==> src/rtl/pup_pkg.sv <==
// ----------------------------------------------------------------------------
// pup_pkg
// Shared types for the packed sample unpacker.
// ----------------------------------------------------------------------------
`timescale 1ns / 1ps
`default_nettype none

package pup_pkg;

  // Control that travels with the word at the head of the queue.
  typedef struct packed {
    logic valid;
    logic sop;
  } pup_head_t;

endpackage : pup_pkg

`default_nettype wire

==> src/rtl/pup_front.sv <==
// ----------------------------------------------------------------------------
// pup_front
// Input side: accepts payload words and holds them in a two-entry queue
// until the unpacking engine takes them.
// ----------------------------------------------------------------------------
`timescale 1ns / 1ps
`default_nettype none

module pup_front #(
  parameter int WORD_BITS = 32
) (
  input  wire                    clk,
  input  wire                    rst_n,
  input  wire                    in_valid,
  output logic                   in_ready,
  input  wire  [WORD_BITS-1:0]   in_payload_word,
  input  wire                    in_start_of_heap,
  output pup_pkg::pup_head_t     head,
  output logic [WORD_BITS-1:0]   head_word,
  input  wire                    head_pop
);
  import pup_pkg::*;

  localparam int DEPTH = 2;

  logic [WORD_BITS-1:0] word_q_r [DEPTH];
  logic                 sop_q_r  [DEPTH];
  logic                 wr_ptr_r, wr_ptr_nxt;
  logic                 rd_ptr_r, rd_ptr_nxt;
  logic [1:0]           count_r,  count_nxt;
  logic                 push;
  logic                 pop;

  assign in_ready = (count_r != 2'(DEPTH));
  assign push     = in_valid && in_ready;
  assign pop      = head_pop && (count_r != 2'd0);

  assign head.valid = (count_r != 2'd0);
  assign head.sop   = sop_q_r[rd_ptr_r];
  assign head_word  = word_q_r[rd_ptr_r];

  always_comb begin
    wr_ptr_nxt = push ? ~wr_ptr_r : wr_ptr_r;
    rd_ptr_nxt = pop  ? ~rd_ptr_r : rd_ptr_r;
    count_nxt  = count_r;
    if (push && !pop) begin
      count_nxt = count_r + 2'd1;
    end else if (pop && !push) begin
      count_nxt = count_r - 2'd1;
    end
  end

  always_ff @(posedge clk) begin
    if (!rst_n) begin
      wr_ptr_r <= 1'b0;
      rd_ptr_r <= 1'b0;
      count_r  <= 2'd0;
    end else begin
      wr_ptr_r <= wr_ptr_nxt;
      rd_ptr_r <= rd_ptr_nxt;
      count_r  <= count_nxt;
    end
  end

  always_ff @(posedge clk) begin
    if (push) begin
      word_q_r[wr_ptr_r] <= in_payload_word;
      sop_q_r[wr_ptr_r]  <= in_start_of_heap;
    end
  end

endmodule : pup_front

`default_nettype wire

==> src/rtl/pup_back.sv <==
// ----------------------------------------------------------------------------
// pup_back
// Unpacking engine: joins the leftover bits with the current word and emits
// one sample per cycle into the output register unless out_ready stalls it.
// ----------------------------------------------------------------------------
`timescale 1ns / 1ps
`default_nettype none

module pup_back #(
  parameter int SAMPLE_BITS = 10,
  parameter int WORD_BITS   = 32
) (
  input  wire                           clk,
  input  wire                           rst_n,
  input  wire pup_pkg::pup_head_t       head,
  input  wire  [WORD_BITS-1:0]          head_word,
  output logic                          head_pop,
  output logic                          out_valid,
  input  wire                           out_ready,
  output logic signed [SAMPLE_BITS-1:0] out_sample,
  output logic                          out_last_of_word
);
  import pup_pkg::*;

  localparam int LO_W  = SAMPLE_BITS - 1;
  localparam int BUF_W = LO_W + WORD_BITS;
  localparam int CNT_W = $clog2(BUF_W + 1);

  // Bit buffer is {leftover, word}, right aligned; cnt_r counts the bits
  // still to be emitted, counted from the bottom of the word upward.
  logic [WORD_BITS-1:0]   word_r;
  logic [LO_W-1:0]        lo_r;
  logic [CNT_W-1:0]       cnt_r, cnt_nxt;
  logic                   active_r, active_nxt;
  logic                   out_valid_r;
  logic [SAMPLE_BITS-1:0] sample_r;
  logic                   last_r;

  logic [BUF_W-1:0]       buf_w;
  logic [BUF_W-1:0]       shifted;
  logic [CNT_W-1:0]       cnt_after;
  logic [CNT_W-1:0]       cnt_base;
  logic                   advance;
  logic                   is_last;
  logic                   load;

  assign buf_w     = {lo_r, word_r};
  assign cnt_after = cnt_r - CNT_W'(SAMPLE_BITS);
  assign shifted   = buf_w >> cnt_after;
  assign is_last   = (cnt_after < CNT_W'(SAMPLE_BITS));
  assign advance   = active_r && (!out_valid_r || out_ready);
  assign load      = head.valid && (!active_r || (advance && is_last));
  assign head_pop  = load;

  assign out_valid        = out_valid_r;
  assign out_sample       = sample_r;
  assign out_last_of_word = last_r;

  always_comb begin
    cnt_base   = advance ? cnt_after : cnt_r;
    cnt_nxt    = cnt_base;
    active_nxt = active_r;
    if (advance && is_last) begin
      active_nxt = 1'b0;
    end
    if (load) begin
      // A start of heap drops whatever bits are still buffered.
      cnt_nxt    = (head.sop ? CNT_W'(0) : cnt_base) + CNT_W'(WORD_BITS);
      active_nxt = 1'b1;
    end
  end

  always_ff @(posedge clk) begin
    if (!rst_n) begin
      cnt_r       <= '0;
      active_r    <= 1'b0;
      out_valid_r <= 1'b0;
    end else begin
      cnt_r    <= cnt_nxt;
      active_r <= active_nxt;
      if (advance) begin
        out_valid_r <= 1'b1;
      end else if (out_ready) begin
        out_valid_r <= 1'b0;
      end
    end
  end

  always_ff @(posedge clk) begin
    if (load) begin
      word_r <= head_word;
      // Leftover bits always come from the tail of the previous word.
      lo_r   <= word_r[LO_W-1:0];
    end
    if (advance) begin
      sample_r <= shifted[SAMPLE_BITS-1:0];
      last_r   <= is_last;
    end
  end

endmodule : pup_back

`default_nettype wire

==> src/rtl/packed_10bit_sample_unpacker.sv <==
// ----------------------------------------------------------------------------
// packed_10bit_sample_unpacker
// Splits a stream of packed big-endian payload words into signed samples.
// ----------------------------------------------------------------------------
// Each accepted word is appended, most significant bit first, behind the bits
// left over from earlier words, and every complete SAMPLE_BITS group is
// emitted oldest first as a signed sample; the final sample of a word is
// flagged with out_last_of_word. A word yields three or four samples at the
// default sizes; the engine emits one sample per cycle into the output
// register unless out_ready stalls it. A two-entry queue in front of the
// engine keeps accepting words until it is full while samples are emitted.
// A word with in_start_of_heap set discards any buffered leftover bits first.
`timescale 1ns / 1ps
`default_nettype none

module packed_10bit_sample_unpacker #(
  parameter int SAMPLE_BITS = 10,
  parameter int WORD_BITS   = 32
) (
  input  wire                           clk,
  input  wire                           rst_n,
  input  wire                           in_valid,
  output logic                          in_ready,
  input  wire  [WORD_BITS-1:0]          in_payload_word,
  input  wire                           in_start_of_heap,
  output logic                          out_valid,
  input  wire                           out_ready,
  output logic signed [SAMPLE_BITS-1:0] out_sample,
  output logic                          out_last_of_word
);
  import pup_pkg::*;

  pup_head_t            head;
  logic [WORD_BITS-1:0] head_word;
  logic                 head_pop;

  pup_front #(
    .WORD_BITS(WORD_BITS)
  ) u_front (
    .clk             (clk),
    .rst_n           (rst_n),
    .in_valid        (in_valid),
    .in_ready        (in_ready),
    .in_payload_word (in_payload_word),
    .in_start_of_heap(in_start_of_heap),
    .head            (head),
    .head_word       (head_word),
    .head_pop        (head_pop)
  );

  pup_back #(
    .SAMPLE_BITS(SAMPLE_BITS),
    .WORD_BITS  (WORD_BITS)
  ) u_back (
    .clk             (clk),
    .rst_n           (rst_n),
    .head            (head),
    .head_word       (head_word),
    .head_pop        (head_pop),
    .out_valid       (out_valid),
    .out_ready       (out_ready),
    .out_sample      (out_sample),
    .out_last_of_word(out_last_of_word)
  );

endmodule : packed_10bit_sample_unpacker

`default_nettype wire
==> config.mk <==
export PLATFORM = sky130hd
export DESIGN_NAME = packed_10bit_sample_unpacker
export DESIGN_NICKNAME = d
export VERILOG_FILES = /design/src/rtl/pup_pkg.sv /design/src/rtl/pup_front.sv /design/src/rtl/pup_back.sv /design/src/rtl/packed_10bit_sample_unpacker.sv
export SDC_FILE = /design/constraint.sdc
export NUM_CORES = 1
export LEC_CHECK = 0
export ABC_AREA = 1
export ABC_CLOCK_PERIOD_IN_PS = 7450
export BUFFER_PORTS_ARGS = -buffer_cell sky130_fd_sc_hd__buf_2
export CORE_MARGIN = 8
export CORE_UTILIZATION = 60
export CTS_BUF_LIST = sky130_fd_sc_hd__clkbuf_4 sky130_fd_sc_hd__clkbuf_8
export DETAILED_ROUTE_END_ITERATION = 7
export GPL_ROUTABILITY_DRIVEN = 0
export PLACE_DENSITY = 0.78
export SLEW_MARGIN = 30
export SYNTH_ARGS = -nofsm -noshare
export SYNTH_HDL_FRONTEND = slang
export SYNTH_SLANG_ARGS = --single-unit
==> constraint.sdc <==
create_clock -name clk -period 7.45 [get_ports clk]
set_input_delay 1.49 -clock clk [delete_from_list [all_inputs] [get_ports clk]]
set_output_delay 1.49 -clock clk [all_outputs]
set_load 0.01 [all_outputs]
==> metrics.csv, run 1 <==
metric,value,unit
power_leakage,0.00263,uW
cts_tree,yes,
ir_drop,0.218,mV
utilization,68.4,%
cts-hold-fix-buffers,0,
portBuffers,49,
clockBufferDepth,2,
regArea,3780,um^2
tns,0,ps
diodes,0,
grt_pass1_vias,3895,
placed_cell_area,6130,um^2
p_sw,1260,uW
synth_top_area_cell,edfxtp_1,
synthAdderAreaFrac,0.216,%
p_per_area,475,nW/um^2
min-delay-start,u_back.word_r[2],
synth_compound_area_share,8.31,%
multi_input_area,1760,um^2
numClockSinks,130,
grt_max_degree,49,
min_path_cells,0,
async_flop_share,0,%
worst_slew_pin_slew,881,ps
p_int,1840,uW
muxShareOfSynthArea,2.25,%
clock_power_share,19.2,%
finalCritPeriodShare,48.9,%
die_width,114,um
post-cts-setup-buffers,0,
syn_area,5780,um^2
drtIter0Drc,362,
root_buffer,clkbuf_8,
synth_edf_count,118,
routed_wl,10.8,mm
hold_violations,0,
antenna_found_initial,0,
rsz0062_at_grt,no,
yosys_warnings,0,
start_util,60.6,%
critPathArrivalTime,3830,ps
cts.clk_slew.worst_paths,80,ps
grt.overflow.total,0,
nets,659,
ys_ff_latch,130,
rows,36,
design.portCount,50,
drive_gt1_share,15.3,%
slew_headroom,41.2,%
firstDrtPassIters,5,
clk_latency,440,ps
cts_resized,0,
yosys.area_share.simple,19.3,%
comb_power_share,41.4,%
syn_inst,573,
fmax,275,MHz
layout_commonest_cell,nand2_1,
ys_types,30,
cts-buffers-inserted,17,
detail_route.wl_per_cell,14.1,um
most-common-layout-cells,"nand2_1 (227), edfxtp_1 (118), o21ai_0 (56), buf_2 (49), inv_1 (31)",
num_vias,4100,
postSynthAreaPerCell,10.1,um^2
switching_share,40.8,%
period_minus_slack,3640,ps
p_seq_share,39.3,%
die_h,114,um
dp_hpwl,7.17,mm
ant_nets,0,
fin_area,6530,um^2
synth_top_family_by_area,simple AND/OR/NAND/NOR gates,
synth_xor_xnor_area_share,0.281,%
cp-start-kind,flip-flop,
synthFlopType,edfxtp_1,
die_area,13000,um^2
yosysTopAreaCellShare,61.3,%
required,7640,ps
ys_top_cells_by_area,"edfxtp_1 (61%), nand2_1 (15%), o21ai_0 (4.8%)",
crit_type,reg2reg,
status,finished clean,
cp_max_fo,48,
core_area,9550,um^2
synth_nets,611,
crit_path_start,u_back.cnt_r[1],
critPathCaptureType,flip-flop,
grt_first_pass_wirelength,17.8,mm
htree_num_levels,4,
fin_skew,12.7,ps
slew_viol_final,0,
routed_via_density,5.35,
hold_class,reg2reg,
num-fill-cells,717,
syn_to_final_growth,12.9,%
rr_worst_depth,11,
cap_violations,0,
ys_seq_area_share,65.4,%
worstReg2RegStart,u_back.cnt_r[1],
track_usage,17.5,%
drc,0,
finalSetupViolCount,0,
==> state kept, by name (all words and copies together) (netlist names), named ones only <==
signal                   cells
u_front.word_q_r            64
u_back.word_r               32
u_back.out_sample           10
u_back.lo_r                  9
u_back.cnt_r                 5
u_front.count_r              2
u_front.sop_q_r              2
u_back.active_r              1
u_back.out_last_of_word      1
u_back.out_valid             1
u_front.rd_ptr_r             1
u_front.wr_ptr_r             1
==> critical path, stage by stage (launching register included) <==
cell	delay, ps
dfxtp_1	320
buf_4	410
inv_2	330
ha_1	380
buf_4	330
clkinv_1	740
o21ai_0	430
o21ai_0	130
nand2_1	80
o21ai_0	70
nand2_1	60
nand2_1	60
==> through the flow <==
stage / hold slack [ps] / setup WS (ps) / power (uW) / cells
2_1_floorplan: 421 / 4010 / 2190 / 573
3_3_place_gp: 439 / 3660 / 2470 / 735
3_5_place_dp: 444 / 3560 / 2510 / 735
4_1_cts: 461 / 3880 / 3110 / 767
5_1_grt: 466 / 3380 / 3340 / 767
6_report: 456 / 3810 / 3100 / 767
==> area by class of cell <==
class / instances / share of cell area, %
timing repair buffer: 55 / 4.45
clock buffer: 17 / 3.58
inverter: 35 / 2.01
clock inverter: 15 / 2.53
sequential: 130 / 57.9
multi-input combinational: 382 / 26.9
tap: 133 / 2.55
==> path summary, 6_finish.rpt <==
kind,to,slack (ps)
setup / recovery,u_back.out_sample[1],3810
hold / removal,u_back.lo_r[2],460
setup reg to reg,u_back.out_sample[1],3810
hold reg to reg,u_back.lo_r[2],460
==> power groups by stage <==
stage / clock network, uW / logic (uW) / registers, uW
floorplan: 0 / 969 / 1220
global placement: 0 / 1240 / 1230
detailed placement: 0 / 1270 / 1240
CTS: 607 / 1280 / 1220
global route: 637 / 1460 / 1240
finish: 597 / 1280 / 1220
==> metal layers <==
metal / GRT usage, % / up-vias / wire (um)
li1: - / 2044 / -
met1: 21.4 / 1892 / 4780
met3: 4.80 / 16 / 709
met2: 28.1 / 148 / 5100
met4: 8.96 / 0 / 195
met5: 0 / - / 0
==> Yosys cell counts (2+ instances only) <==
library cell,instances
o22ai_1,2
nor2_1,21
o211ai_1,5
inv_2,2
o21ai_0,56
buf_4,2
or2_2,2
inv_1,31
dfxtp_1,12
edfxtp_1,118
nand2_1,227
clkbuf_1,15
o2111ai_1,4
clkinv_1,2
nand3_1,21
buf_2,8
a21oi_1,15
nand2_2,2
nand4_1,5
mux2i_1,13
==> cell families after synthesis <==
group,count (synthesis)
buffers and inverters,61
xor gates and xnor gates,1
DFF,130
AOI/OAI and AO/OA,87
muxes,13
adders and majority gates,1
and+or+nand+nor,280
Power figures use the tool's default switching activity.
==> inputs of run 2 (changes only) <==
- ABC_CLOCK_PERIOD_IN_PS: 7450 -> 3220
- CORE_UTILIZATION: 60 -> 56
- PLACE_DENSITY: 0.78 -> 0.77
- clock period: 7.45 -> 3.22 ns (I/O delays scaled with it)
==> run 2 against run 1 <==
  * Power increased by 130%
  * Utilization shrank 4.0 points
  * Critical path depth is 1 lower
  * Maximum frequency increased by 36%
  * Clock power up 120%
  * Final area up 0.48%
  * Sequential share of layout area is 0.28 points lower
  * First-iteration DRC count down 18%
  * Wire length is 5.8% higher
  * Clock-buffer cell count rose by 1
  * Largest cell class unchanged
==> metrics.csv, run 2 (synthesis gave the netlist of run 1 again) <==
metric,value,unit
status,finished clean,
slew_viol_final,0,
power_leakage,0.00265,uW
routed_via_density,5.41,
num-fill-cells,813,
post-cts-setup-buffers,0,
fmax,374,MHz
htree_num_levels,4,
die_h,118,um
cp_max_fo,37,
nets,665,
grt_max_degree,48,
cts_tree,yes,
clockBufferDepth,2,
clk_latency,430,ps
antenna_found_initial,0,
cp-start-kind,flip-flop,
hold_violations,0,
required,3350,ps
cts_resized,0,
detail_route.wl_per_cell,14.7,um
cts-hold-fix-buffers,0,
numClockSinks,130,
rsz0062_at_grt,no,
routed_wl,11.4,mm
most-common-layout-cells,"nand2_1 (227), edfxtp_1 (118), o21ai_0 (56), buf_2 (49), inv_1 (31)",
drive_gt1_share,16.4,%
cts-buffers-inserted,17,
drtIter0Drc,298,
dp_hpwl,7.79,mm
grt_pass1_vias,4092,
critPathCaptureType,flip-flop,
period_minus_slack,2670,ps
largest_reg_flops,64,
track_usage,16.8,%
cap_violations,0,
slew_headroom,52.9,%
fin_skew,13.3,ps
num_vias,4196,
layout_commonest_cell,nand2_1,
syn_to_final_growth,13.4,%
crit_type,reg2reg,
multi_input_area,1760,um^2
die_area,13800,um^2
worst_slew_pin_slew,702,ps
grt.overflow.total,0,
critPathArrivalTime,2810,ps
cts.clk_slew.worst_paths,70,ps
root_buffer,clkbuf_8,
die_width,118,um
hold_class,in2reg,
start_util,56.8,%
design.portCount,50,
firstDrtPassIters,5,
power,7230,uW
portBuffers,49,
p_per_area,1100,nW/um^2
finalCritPeriodShare,83.1,%
finalSetupViolCount,0,
ant_nets,0,
tns,0,ps
rows,37,
grt_first_pass_wirelength,18.8,mm
core_area,10200,um^2
drc,0,
regArea,3780,um^2
regMostFlops,u_front.word_q_r,
ir_drop,0.512,mV
diodes,0,
run 2: cell count changes in the layout (fill, tap and decap cells not counted), sizes merged:
| cell | before | now |
|---|---|---|
| inv | 36 | 35 |
| clkbuf | 17 | 18 |
| bufinv | 3 | 2 |
| clkinvlp | 5 | 6 |
| buf | 55 | 61 |
run 2: worst paths after layout:
path / slack (ps) / cells past startpoint / to / from
setup / recovery: 550 / 10 / u_back.word_r[27] / u_back.cnt_r[2]
hold / removal: 400 / 1 / u_front.sop_q_r[0] / in_start_of_heap
setup reg to reg: 550 / 10 / u_back.word_r[27] / u_back.cnt_r[2]
hold reg to reg: 470 / 0 / u_back.lo_r[0] / u_back.word_r[0]
run 2: area by class of cell:
| class | count | share of cell area (%) |
|---|---|---|
| sequential | 130 | 57.7 |
| tap | 136 | 2.59 |
| multi-input combinational | 382 | 26.8 |
| inverter | 35 | 2.00 |
| clock inverter | 14 | 2.14 |
| clock buffer | 18 | 3.68 |
| timing repair buffer | 61 | 5.11 |
run 2: metrics by stage:
step                      setup WS (ps)  util, %  cell area [um^2]  hold WS, ps  cells
final                               546     64.4              6560          400    776
after floorplan                     628        -              5780          421    573
after CTS                           553     64.4              6560          378    776
after global routing                327     64.4              6560          375    776
after global placement              646     60.7              6180          436    744
after detailed placement            580     60.7              6180          445    744
run 2: critical path: stages (launching register included):
cell and delay, ps:
dfxtp_1 350, inv_1 70, ha_1 330, buf_4 340
nand2_1 120, nand2_1 100, nand4_1 110, nand2_2 130
nand2_4 80, inv_2 460, buf_4 280
run 2: where the power goes:
group	leakage, uW	switching [uW]	internal, uW
Clock	0.000176	609	689
Sequential	0.00121	231	2600
Combinational	0.00127	2150	952
Total	0.00265	2990	4240
run 2: per-layer routing:
metal  global-route usage [%]  up-vias  wire [um]
met5                        0        -          0
met4                     9.61        0        314
met3                     5.18       25        854
met2                     26.2      163       5350
met1                     20.2     1956       4890
li1                         -     2052          -
==> inputs of run 3 (changes only) <==
- ABC_AREA: 1 -> 0
- ABC_CLOCK_PERIOD_IN_PS: 3220 -> 2530
- CORE_UTILIZATION: 56 -> 60
- PLACE_DENSITY: 0.77 -> 0.78
- clock period: 3.22 -> 2.53 ns (I/O delays scaled with it)
==> run 3 against run 2 <==
  * Clock-buffer cell count increased by 2
  * Wire length decreased by 4.2%
  * Sequential power rose by 22%
  * Largest cell class unchanged
==> metrics.csv, run 3 <==
metric,value,unit
nets,466,
critPathCaptureType,flip-flop,
rr_worst_depth,7,
grt.overflow.total,0,
track_usage,18.0,%
cp-start-kind,flip-flop,
die_width,115,um
detail_route.wl_per_cell,19.1,um
min_path_cells,1,
start_util,61.0,%
die_area,13200,um^2
ir_drop,0.692,mV
synth_nets,402,
routed_via_density,5.90,
cts-hold-fix-buffers,0,
ys_top_cells_by_area,"edfxtp_1 (60%), mux2_2 (8.4%), mux4_2 (7.7%)",
cp_max_fo,20,
dp_hpwl,7.27,mm
hold_violations,0,
cap_violations,0,
most-common-layout-cells,"edfxtp_1 (118), buf_2 (49), mux2_2 (44), mux4_2 (20), mux2i_1 (19)",
diodes,0,
period_minus_slack,2350,ps
finalCritPeriodShare,92.8,%
rsz0062_at_grt,no,
drive_gt1_share,38.6,%
largest_reg_flops,64,
rows,36,
design.portCount,50,
yosys_warnings,0,
tns,0,ps
syn_inst,364,
muxShareOfSynthArea,20.2,%
clockBufferDepth,2,
cts_tree,yes,
layout_commonest_cell,edfxtp_1,
required,2720,ps
async_flop_share,0,%
firstDrtPassIters,6,
worst_slew_pin_slew,634,ps
root_buffer,clkbuf_8,
yosys.area_share.simple,4.98,%
worst_hold_slack,259,ps
portBuffers,49,
die_h,115,um
hold_class,in2reg,
synth_xor_xnor_area_share,1.77,%
crit_type,reg2reg,
placed_cells,542,
num_vias,3367,
antenna_found_initial,0,
syn_area,5880,um^2
synthFlopType,edfxtp_1,
yosysTopAreaCellShare,60.3,%
core_area,9640,um^2
ys_seq_area_share,64.3,%
endpoint,u_back.out_sample[1],
clk_latency,430,ps
routed_wl,10.9,mm
postSynthAreaPerCell,16.2,um^2
grt_max_degree,42,
ant_nets,0,
drtIter0Drc,221,
fin_skew,10.7,ps
yosysMostFrequentCell,edfxtp_1,
synth_edf_count,118,
syn_to_final_growth,14.8,%
num-fill-cells,657,
drc,0,
synthAdderAreaFrac,0.213,%
slew_viol_final,0,
synth_compound_area_share,6.34,%
p_per_area,1380,nW/um^2
reg2reg_slack,180,ps
crit_path_start,u_back.cnt_r[1],
finalSetupViolCount,0,
slew_headroom,57.7,%
worstReg2RegStart,u_back.cnt_r[1],
cts.clk_slew.worst_paths,70,ps
layout.cells.non_filler,571,
status,finished clean,
synth_common_cells,"edfxtp_1 (118), mux2_2 (44), mux4_2 (20)",
cts-buffers-inserted,17,
power_leakage,0.00233,uW
synth_top_area_cell,edfxtp_1,
regMostFlops,u_front.word_q_r,
grt_first_pass_wirelength,17.8,mm
fmax,426,MHz
ys_types,50,
critPathArrivalTime,2540,ps
ys_ff_latch,130,
grt_pass1_vias,3472,
numClockSinks,130,
synth_top_family_by_area,multiplexers,
worstReg2RegEnd,u_back.out_sample[1],
htree_num_levels,4,
utilization,70.0,%
==> run 3: where the power goes <==
part / switching [uW] / internal, uW
clock network: 754 / 992
registers: 368 / 3090
logic: 2080 / 2040
==> run 3: cell type report <==
| class | instances | area [um^2] | share of cell area, % |
|---|---|---|---|
| multi-input cells | 209 | 2000 | 29.6 |
| repair buffers | 64 | 374 | 5.54 |
| clock inverters | 9 | 136 | 2.02 |
| inverters | 6 | 28.8 | 0.426 |
| flip-flops and latches | 130 | 3790 | 56.1 |
| well taps | 133 | 166 | 2.47 |
| clock buffers | 20 | 256 | 3.80 |
==> run 3: worst min path at each step <==
stage                              startpoint                       to  slack, ps
final                      in_payload_word[7]   u_front.word_q_r[1][7]        260
after global routing      in_payload_word[19]  u_front.word_q_r[0][19]        230
after CTS                 in_payload_word[19]  u_front.word_q_r[1][19]        240
after detailed placement     u_back.word_r[0]           u_back.lo_r[0]        450
after global placement       u_back.word_r[1]           u_back.lo_r[1]        450
after floorplan              u_back.word_r[2]           u_back.lo_r[2]        420
==> run 3: kinds of logic after synthesis <==
family | count (synthesis)
flip-flops | 130
multiplexers | 85
AND/OR/NAND/NOR | 59
AO/OA/AOI/OAI | 53
buffers and inverters | 25
XOR/XNOR | 11
adder cells (fa/ha/maj) | 1
==> run 3: worst max-delay path: stages (launching register included) <==
cell and delay (ps):
dfxtp_4 370, inv_4 40, ha_4 410, buf_4 190
mux2i_1 270, mux2i_1 140, mux4_2 460, a32o_1 210
==> run 3: repair_timing <==
action	in CTS	in global routing
setup endpoints to repair	0	6
setup buffers	0	0
gates resized for setup	0	2
==> run 3: layer usage <==
metal  up-vias  routed length, um  global-route usage [%]
li1       1568                  -                       -
met5         -                  0                       0
met1      1640               4580                    22.6
met2       138               5320                    28.5
met4         0                187                    6.30
met3        21                833                    6.09
==> run 3: stage by stage <==
step	area, um^2	power, uW	setup WS (ps)
after floorplan	5920	6500	16.7
after global placement	6340	7410	113
after detailed placement	6340	7520	9.00
after CTS	6740	9280	8.70
after global routing	6750	9840	86.0
final	6750	9320	183
